## src/rtl/two_stack_queue_defines.svh

```systemverilog
// Assertion macros shared by the queue RTL.
`ifndef TWO_STACK_QUEUE_DEFINES_SVH
`define TWO_STACK_QUEUE_DEFINES_SVH

// Same-cycle implication, checked out of reset.
`define TSQ_ASSERT_IMP(lbl, ante, cons, msg) \
    lbl: assert property (@(posedge clk) disable iff (!rst_n) (ante) |-> (cons)) \
        else $error(msg);

// Next-cycle implication, checked out of reset.
`define TSQ_ASSERT_NXT(lbl, ante, cons, msg) \
    lbl: assert property (@(posedge clk) disable iff (!rst_n) (ante) |=> (cons)) \
        else $error(msg);

`endif

```

## src/rtl/tsq_pkg.sv

```systemverilog
// Types and constants of the two-stack queue.
package tsq_pkg;

    localparam int DATA_W = 32;
    localparam int LIMIT_W = 5;
    localparam logic [LIMIT_W-1:0] LIMIT_RESET = 5'd16;

    localparam logic KIND_ENQ = 1'b0;
    localparam logic KIND_DEQ = 1'b1;

    localparam logic [1:0] ST_OK = 2'd0;
    localparam logic [1:0] ST_OVERFLOW = 2'd1;
    localparam logic [1:0] ST_UNDERFLOW = 2'd2;

    localparam logic signed [DATA_W-1:0] UNDERFLOW_DATA = 32'shFFFF_FFFF;

    typedef struct packed {
        logic                     kind;
        logic signed [DATA_W-1:0] data_in;
    } item_t;

    typedef struct packed {
        logic signed [DATA_W-1:0] data_out;
        logic [1:0]               status;
    } result_t;

endpackage

```

## src/rtl/two_stack_queue.sv

```systemverilog
// Two-stack FIFO queue: top level with sequencer, counters and both stack RAMs.
// Enqueue and underflow: the done strobe follows start in the next cycle; a new item may start every cycle.
// Dequeue with data on the outbound stack: one RAM read, then the result beat from S_POP.
// Dequeue on an empty outbound stack: the inbound entries move over first, the move
// running one entry per cycle through the single read port of the inbound RAM.
// Async reset empties both stacks, limit back to 16, RAMs kept; results never stall.
module two_stack_queue #(
    parameter int STACK_DEPTH = 16
) (
    input  logic                              clk,
    input  logic                              rst_n,
    // item channel
    input  logic                              start,
    output logic                              busy,
    input  tsq_pkg::item_t                    item,
    // result channel, one beat per item
    output logic                              done,
    output tsq_pkg::result_t                  result,
    // limit register write
    input  logic                              cfg_valid,
    output logic                              cfg_ready,
    input  logic [tsq_pkg::LIMIT_W-1:0]       cfg_data
);

    import tsq_pkg::*;

    `include "two_stack_queue_defines.svh"

    // address, count and compare widths
    localparam int AW = $clog2(STACK_DEPTH);
    localparam int CW = $clog2(STACK_DEPTH + 1);
    localparam int EW = (CW > LIMIT_W) ? CW : LIMIT_W;

    typedef enum logic [1:0] {
        S_IDLE,
        S_MOVE,   // refill: inbound popped onto outbound, one entry a cycle
        S_POP     // outbound read data back, drive the result beat
    } state_t;

    state_t               state_reg, state_next;
    logic [CW-1:0]        in_cnt_reg, in_cnt_next;
    logic [CW-1:0]        out_cnt_reg, out_cnt_next;
    logic                 pend_reg, pend_next;     // inbound read in flight
    logic [LIMIT_W-1:0]   limit_reg;
    logic                 done_reg, done_next;
    result_t              res_reg, res_next;

    logic [EW-1:0]        limit_eff;
    logic [CW-1:0]        in_dec, out_dec;

    // RAM ports
    logic                 in_we, out_we;
    logic [DATA_W-1:0]    in_rdata, out_rdata;

    // Limit of 0 behaves as 1; anything beyond the depth clips to the depth.
    always_comb
    begin
        if (limit_reg == '0)
        begin
            limit_eff = EW'(1);
        end
        else if (EW'(limit_reg) > EW'(STACK_DEPTH))
        begin
            limit_eff = EW'(STACK_DEPTH);
        end
        else
        begin
            limit_eff = EW'(limit_reg);
        end
    end

    assign in_dec  = in_cnt_reg - 1'b1;
    assign out_dec = out_cnt_reg - 1'b1;

    // sequencer
    always_comb
    begin
        state_next   = state_reg;
        in_cnt_next  = in_cnt_reg;
        out_cnt_next = out_cnt_reg;
        pend_next    = pend_reg;
        done_next    = 1'b0;
        res_next     = res_reg;
        in_we        = 1'b0;
        out_we       = 1'b0;

        case (state_reg)
            S_IDLE:
            begin
                if (start)
                begin
                    if (item.kind == KIND_ENQ)
                    begin
                        done_next = 1'b1;
                        res_next.data_out = '0;
                        if (EW'(in_cnt_reg) >= limit_eff)
                        begin
                            res_next.status = ST_OVERFLOW;
                        end
                        else
                        begin
                            in_we = 1'b1;
                            in_cnt_next = in_cnt_reg + 1'b1;
                            res_next.status = ST_OK;
                        end
                    end
                    else if (out_cnt_reg != '0)
                    begin
                        // read address is out_dec this cycle
                        out_cnt_next = out_dec;
                        state_next = S_POP;
                    end
                    else if (in_cnt_reg == '0)
                    begin
                        done_next = 1'b1;
                        res_next.data_out = UNDERFLOW_DATA;
                        res_next.status = ST_UNDERFLOW;
                    end
                    else
                    begin
                        pend_next = 1'b0;
                        state_next = S_MOVE;
                    end
                end
            end

            S_MOVE:
            begin
                // land last cycle's read; entries beyond the limit are lost
                if (pend_reg && (EW'(out_cnt_reg) < limit_eff))
                begin
                    out_we = 1'b1;
                    out_cnt_next = out_cnt_reg + 1'b1;
                end
                if (in_cnt_reg != '0)
                begin
                    in_cnt_next = in_dec;
                    pend_next = 1'b1;
                end
                else
                begin
                    pend_next = 1'b0;
                    if (!pend_reg)
                    begin
                        // move finished, outbound holds at least one entry
                        out_cnt_next = out_dec;
                        state_next = S_POP;
                    end
                end
            end

            S_POP:
            begin
                done_next = 1'b1;
                res_next.data_out = out_rdata;
                res_next.status = ST_OK;
                state_next = S_IDLE;
            end

            default:
            begin
                state_next = S_IDLE;
            end
        endcase
    end

    always_ff @(posedge clk or negedge rst_n)
    begin
        if (!rst_n)
        begin
            state_reg   <= S_IDLE;
            in_cnt_reg  <= '0;
            out_cnt_reg <= '0;
            pend_reg    <= 1'b0;
            done_reg    <= 1'b0;
            limit_reg   <= LIMIT_RESET;
        end
        else
        begin
            state_reg   <= state_next;
            in_cnt_reg  <= in_cnt_next;
            out_cnt_reg <= out_cnt_next;
            pend_reg    <= pend_next;
            done_reg    <= done_next;
            if (cfg_valid && cfg_ready)
            begin
                limit_reg <= cfg_data;
            end
        end
    end

    // result payload needs no reset
    always_ff @(posedge clk)
    begin
        res_reg <= res_next;
    end

    // Inbound stack: pushed from the item, read at top-of-stack for the move.
    tsq_ram #(
        .WIDTH (DATA_W),
        .DEPTH (STACK_DEPTH)
    ) u_in_ram (
        .clk   (clk),
        .we    (in_we),
        .waddr (in_cnt_reg[AW-1:0]),
        .wdata (item.data_in),
        .raddr (in_dec[AW-1:0]),
        .rdata (in_rdata)
    );

    // Outbound stack: filled by the move, read at top-of-stack on a pop.
    tsq_ram #(
        .WIDTH (DATA_W),
        .DEPTH (STACK_DEPTH)
    ) u_out_ram (
        .clk   (clk),
        .we    (out_we),
        .waddr (out_cnt_reg[AW-1:0]),
        .wdata (in_rdata),
        .raddr (out_dec[AW-1:0]),
        .rdata (out_rdata)
    );

    assign busy      = (state_reg != S_IDLE);
    assign cfg_ready = (state_reg == S_IDLE);
    assign done      = done_reg;
    assign result    = res_reg;

    `TSQ_ASSERT_IMP(a_in_cnt_bound, 1'b1, in_cnt_reg <= CW'(STACK_DEPTH), "inbound count beyond depth")
    `TSQ_ASSERT_IMP(a_out_cnt_bound, 1'b1, out_cnt_reg <= CW'(STACK_DEPTH), "outbound count beyond depth")
    `TSQ_ASSERT_NXT(a_enq_beat, start && !busy && item.kind == KIND_ENQ, done, "enqueue gave no beat")
    `TSQ_ASSERT_IMP(a_beat_idle, done, !busy, "result beat while busy")
    `TSQ_ASSERT_IMP(a_underflow_empty, done && result.status == ST_UNDERFLOW, in_cnt_reg == '0 && out_cnt_reg == '0, "underflow with data held")

endmodule

```

## src/rtl/tsq_ram.sv

```systemverilog
// Generic simple dual-port RAM, one write and one registered read port.
module tsq_ram #(
    parameter int WIDTH = 32,
    parameter int DEPTH = 16
) (
    input  logic                     clk,
    input  logic                     we,
    input  logic [$clog2(DEPTH)-1:0] waddr,
    input  logic [WIDTH-1:0]         wdata,
    input  logic [$clog2(DEPTH)-1:0] raddr,
    output logic [WIDTH-1:0]         rdata
);

    logic [WIDTH-1:0] mem [DEPTH];

    always_ff @(posedge clk)
    begin
        if (we)
        begin
            mem[waddr] <= wdata;
        end
        rdata <= mem[raddr];
    end

endmodule
```

## config.mk

```make
export PLATFORM = sky130hd
export DESIGN_NAME = two_stack_queue
export DESIGN_NICKNAME = d
export VERILOG_FILES = /design/src/rtl/tsq_pkg.sv /design/src/rtl/two_stack_queue.sv /design/src/rtl/tsq_ram.sv
export VERILOG_INCLUDE_DIRS = /design/src /design/src/rtl
export SDC_FILE = /design/constraint.sdc
export NUM_CORES = 1
export LEC_CHECK = 0
export CAP_MARGIN = 20
export CORE_MARGIN = 2
export CORE_UTILIZATION = 55
export DETAILED_ROUTE_END_ITERATION = 7
export DONT_BUFFER_PORTS = 1
export PLACE_DENSITY_LB_ADDON = 0.1
export REMOVE_ABC_BUFFERS = 1
export SYNTH_ARGS = -nofsm -noshare
export SYNTH_HDL_FRONTEND = slang
export SYNTH_SLANG_ARGS = --single-unit
```

## constraint.sdc

```tcl
create_clock -name clk -period 6.5 [get_ports clk]
set_clock_uncertainty 0.2 [all_clocks]
set_input_delay 0.325 -clock clk [delete_from_list [all_inputs] [get_ports clk]]
set_output_delay 0.325 -clock clk [all_outputs]
set_load 0.01 [all_outputs]
```

-- Yosys cells after proc, flatten, opt, wreduce, memory -nomap -nowiden
Memories as Yosys holds them, arrays and structs flattened. A register that Yosys moved wholly into a read port is not among the register bits.
Index checks and enable logic that the tools add are counted.
Widths: inputs -> output; s select.
- register bits after elaboration: 53
- bits in writable memories: 1024
- input bits: 42
- output and inout port bits: 37
- logic and storage cells: 95
- memories: 2
- memories (name ; depth ; width ; rd ports ; clocked after memory_dff ; wr ports ; RTL line ; text):
    u_in_ram.mem ; 16 ; 32 ; 1 ; 1 ; 1 ; tsq_ram.sv:14 ; logic [WIDTH-1:0] mem [DEPTH];
    u_out_ram.mem ; 16 ; 32 ; 1 ; 1 ; 1 ; tsq_ram.sv:14 ;
- add/subtract/negate cells: 4
- magnitude comparators: 3
- eq/ne operators: 15
- muxes and demuxes: 48
- reduce and logical (&&, ||, !) cells: 15
- operators with widths (kind ; number):
    $mux 34 ; 4
    $pmux 34 s2 ; 1
    $mux 5 ; 12
    $mux 1 ; 20
    $pmux 5 s2 ; 2
    $ne 2x2->1 const B ; 9
    $reduce_and 5->1 ; 3
    $mux 2 ; 6
    $add 5x1->5 const B ; 2
    $logic_not 5->1 ; 2
    $reduce_bool 5->1 ; 2
    $sub 5x1->5 const B ; 2
    $reduce_and 4->1 ; 2
    $ne 3x3->1 const B ; 2
    $reduce_bool 2->1 ; 3
    $ge 5x5->1 ; 1
    $gt 5x5->1 const B ; 1
    $lt 5x5->1 ; 1
    $pmux 1 s2 ; 2
    $pmux 2 s2 ; 1
    $ne 3x2->1 const B ; 1
    $eq 2x1->1 const B ; 1
    $eq 2x2->1 const B ; 1
    $logic_and 1x1->1 ; 2
    2 further kinds ; 2

-- Logic depth before layout (Yosys ltp)
- depth in word-level cells: 10
- mapped depth: 11

-- By module
A second synthesis with hierarchy kept.
- cells, all modules: 1917
- area total of the unflattened synthesis: 42433.2 sq um
- by module, submodules not included (module ; instances ; cells each ; area an instance (sq um) ; sequential area each (sq um)):
    tsq_ram (u_in_ram) ; 1 ; 838 ; 19836.5 ; 16015.4
    tsq_ram (u_out_ram) ; 1 ; 838 ; 19835.3 ; 16015.4
    two_stack_queue ; 1 ; 241 ; 2761.4 ; 1497.7

-- Worst setup path before layout
OpenSTA, ideal clock, no wires.
- kind: register -> register
- start point: register in_cnt_reg[0]
- end point: memory u_in_ram.mem[3][0], enable pin
- setup time: 0.461 ns
- arrival: 4.118 ns
- setup slack: 1.721 ns
- cell stages (with the launch flop): 11
- period minus slack after synthesis: 4.779 ns
- cell sequence: dfrtp_1 > buf_2 > buf_6 > buf_6 > inv_1 > ha_1 > nor2b_1 > o21ai_0 > a31oi_1 > nand3_1 > nor3_1
- word-level cells in the longest chain between the ends: 7
- RTL lines (element ; RTL line ; text):
    start: declaration ; two_stack_queue.sv:41 ; logic [CW-1:0] in_cnt_reg, in_cnt_next;
    start signal: assignment ; two_stack_queue.sv:181 ; in_cnt_reg <= in_cnt_next;
    $ge 5x5->1 ; two_stack_queue.sv:96 ; if (EW'(in_cnt_reg) >= limit_eff)
    $mux 1 ; two_stack_queue.sv:96 ;
    $mux 1 ; two_stack_queue.sv:92 ; if (item.kind == KIND_ENQ)
    $mux 1 ; two_stack_queue.sv:90 ; if (start)
    $mux 1 ; two_stack_queue.sv:87 ; case (state_reg)
    $mux 1 ; tsq_ram.sv:18 ; if (we)
    $mux 1 (implied by the code) ; tsq_ram.sv:20 ; mem[waddr] <= wdata;
    end: declaration ; tsq_ram.sv:14 ;
Several ways; a longest one is shown, not always the timed one.

-- Worst setup path after layout
- start point: register in_cnt_reg[0]
- end point: memory u_in_ram.mem[6][12], enable pin
The elaborated chain is that of the path after synthesis.

==> results.md <==
* Cells after DPL at 2,752
* Total track usage at 22.8%
* Max VDD drop at 277 uV
* Initial Utilization at 55.3%
* Netlist cell types at 46
* Synth top area cells: edfxtp_1 75%, mux4_2 17%, dfxtp_1 3.0%
* Slew headroom at 33.2%
* Post-route ant nets at 0
* Setup WS pre-CTS at 2.18 ns
* Warnings, synthesis at 0
* Setup CP Type: register to register
* H-tree depth at 3
* Hold Path Class: input pin to register
* Post-CTS setup buffers at 0
* Resized cells post-CTS at 0
* Worst-path fanout max at 38
* Slew Limit Fails at 0
* Clock sink count at 1,141
* Layout Cells excl Fill at 3,019
* Layout cells sized above 1 at 29.9%
* Gpl congestion at 0.774
* Vias in the first global route at 19,500
* MaxCap Viol Count at 0
* Chip width at 282 um
* Post-DR vias/cell at 6.11
* Syn_area_per_cell at 24.4 um^2
* Pwr per Cell Area at 475 mW/mm^2
* Final worst slack at 2.24 ns
* Clk slew on worst S/H paths at 0.06 ns
* CP Capture Type: register
* Synth Flop Type: edfxtp_1
* Routed WL at 87,300 um
* DR vias at 18,400
* FF-to-FF Start: in_cnt_reg[0]
* Hold wc startpoint: item[32]
* Final Cycle Share at 65.6%
* Final Hold Fails at 0
* Initial antenna violation count at 5
* DRT iter0 DRCs at 1,703
* RSZ-0062 raised after global routing: false
* DRT Pass-1 Iters at 5
* Gr ovfl total at 0
* Max Fclk at 235 MHz
* Number of synthesized flops with an enable pin at 1,058
* Max Buffers Root-to-Sink at 3
* HPWL Detailed at 45,600 um
* # DRC at 0
* Delay-heaviest family, CP: simple AND/OR/NAND/NOR gates
* CP startpoint: in_cnt_reg[0]
* Die area at 0.0797 mm^2
* CP startpoint kind: register
* Register area share after synthesis at 78.7%
* Slowest stage delay, CP at 0.93 ns
* Post-CTS Hold Buffers at 50
* First-pass GRT wire length at 129,000 um
* CTS root buffer: clkbuf_16
* Outcome: complete, no violations
* Clock Latency Late Sink at 0.65 ns
* Synth area leader: edfxtp_1
* CTS tree: done
* Port Buffers at 0
* Ys async rst share at 1.67%
* Buf/Inv on CP at 2
* Rows at 102
* Area of placed instances at 0.0441 mm^2
* Largest net degree at the start of global routing at 71
* CTS Buf Count at 113
* Worst slew pin tran at 1.00 ns
* Synthesized area at 0.0426 mm^2
* Core Footprint at 0.0771 mm^2
* Die Height at 282 um
* WP data arrival at 4.36 ns
* Total power at 23.0 mW
* # nets final at 1,938
* WL per Instance at 28.9 um
* Final instance area at 0.0483 mm^2
* Layout overhead on the synthesized area at 13.4%
* Setup violators final at 0
* Flops & latches, synth at 1,141
* Crit-path cells: inv_1 -> ha_1 -> nor2b_1 -> o21ai_0 -> a31oi_1 -> nand3_1 -> nor2_4 -> buf_4
* Final Critical Period at 4.26 ns
* Cells after synthesis at 1,747
* Leakage at 15.4 nW
* Slowest CP cell: dfrtp_4
* Top-area cell type share of the netlist area at 74.6%
* Finished Core Util at 62.6%
* WP data required at 6.60 ns
* Ports at 79
[synth_stat cells, types with 10 or more instances]
library cell,n
a21o_1,33
and3_1,15
buf_2,26
buf_6,17
clkbuf_1,39
dfrtp_1,18
dfxtp_1,64
edfxtp_1,1058
ha_1,19
mux4_2,320
nand2_1,15
nor2_1,25
nor3_1,10
[power by group]
group,switching [mW],internal (mW),total [mW]
Clock,2.61,3.66,6.27
Combinational,3.24,3.43,6.67
Sequential,0.842,9.17,10.0
Total,6.69,16.3,23.0
[through the flow]
step                hold slack (ns)  TNS [ns]
global route                 0.0655         0
detailed placement           -0.170         0
floorplan                    -0.171  -1850.29
CTS                          0.0243         0
global placement             -0.170         0
finish                       0.0666         0
[placed cells by master (no fill, tap or decap), types with 3 or more instances in the layout]
cell type,count
nor3_2,7
bufinv_16,7
clkinv_1,19
nand2_1,15
a21o_1,33
dfxtp_1,64
clkbuf_8,15
o21ai_0,5
inv_1,7
nand2b_1,3
ha_1,17
clkinv_2,16
clkbuf_1,31
buf_12,9
buf_4,43
nor3_1,4
dfrtp_1,16
xnor2_1,5
a21oi_1,5
o21ai_1,6
nor2_1,12
dlygate4sd3_1,48
and3_2,13
a31oi_1,3
mux2_2,4
diode_2,7
edfxtp_1,1058
mux4_2,320
clkinvlp_4,3
clkbuf_16,114
nor2_4,13
nor2b_1,4
nand3_1,7
[area by class of cell]
class                           instances  area [um^2]
Multi-Input combinational cell        511         8780
Sequential cell                      1141        33500
Timing Repair Buffer                  101         1010
Tap cell                             1040         1300
Antenna cell                            7         17.5
Inverter                                9         33.8
Clock inverter                         50          435
Clock buffer                          160         3180
Fill cell                            5249        28800
[worst register-to-register path: stages, from the launching register on]
cell and delay, ns:
dfrtp_4 0.93, inv_1 0.29, ha_1 0.36, nor2b_1 0.11
o21ai_0 0.13, a31oi_1 0.47, nand3_1 0.41, nor2_4 0.51
buf_4 0.49
[cell families after synthesis]
family	after synthesis	synth area share, %
DFF	1141	78.7
muxes	324	17.0
buffers and inverters	95	1.21
and+or+nand+nor	94	1.18
AOI/OAI and AO/OA	63	1.06
adders and majority gates	19	0.558
xor gates and xnor gates	11	0.261
[layer usage]
metal / global-route usage, % / up-vias / part of all wire (%)
met5: 0 / - / 0.0080
met4: 6.73 / 2 / 2.7
met3: 3.53 / 150 / 5.4
met2: 37.9 / 548 / 50
li1: - / 7734 / -
met1: 31.9 / 10000 / 42
[final timing paths]
path	endpoint	cells past startpoint	slack, ns
setup / recovery	u_in_ram.mem[6][12]	8	2.24
hold / removal	done	3	0.07
setup reg to reg	u_in_ram.mem[6][12]	8	2.24
hold reg to reg	result[24]	1	0.30
max in group asynchronous	in_cnt_reg[0]	4	5.33
min in group asynchronous	done	4	0.58
Power figures use the tool's default switching activity.
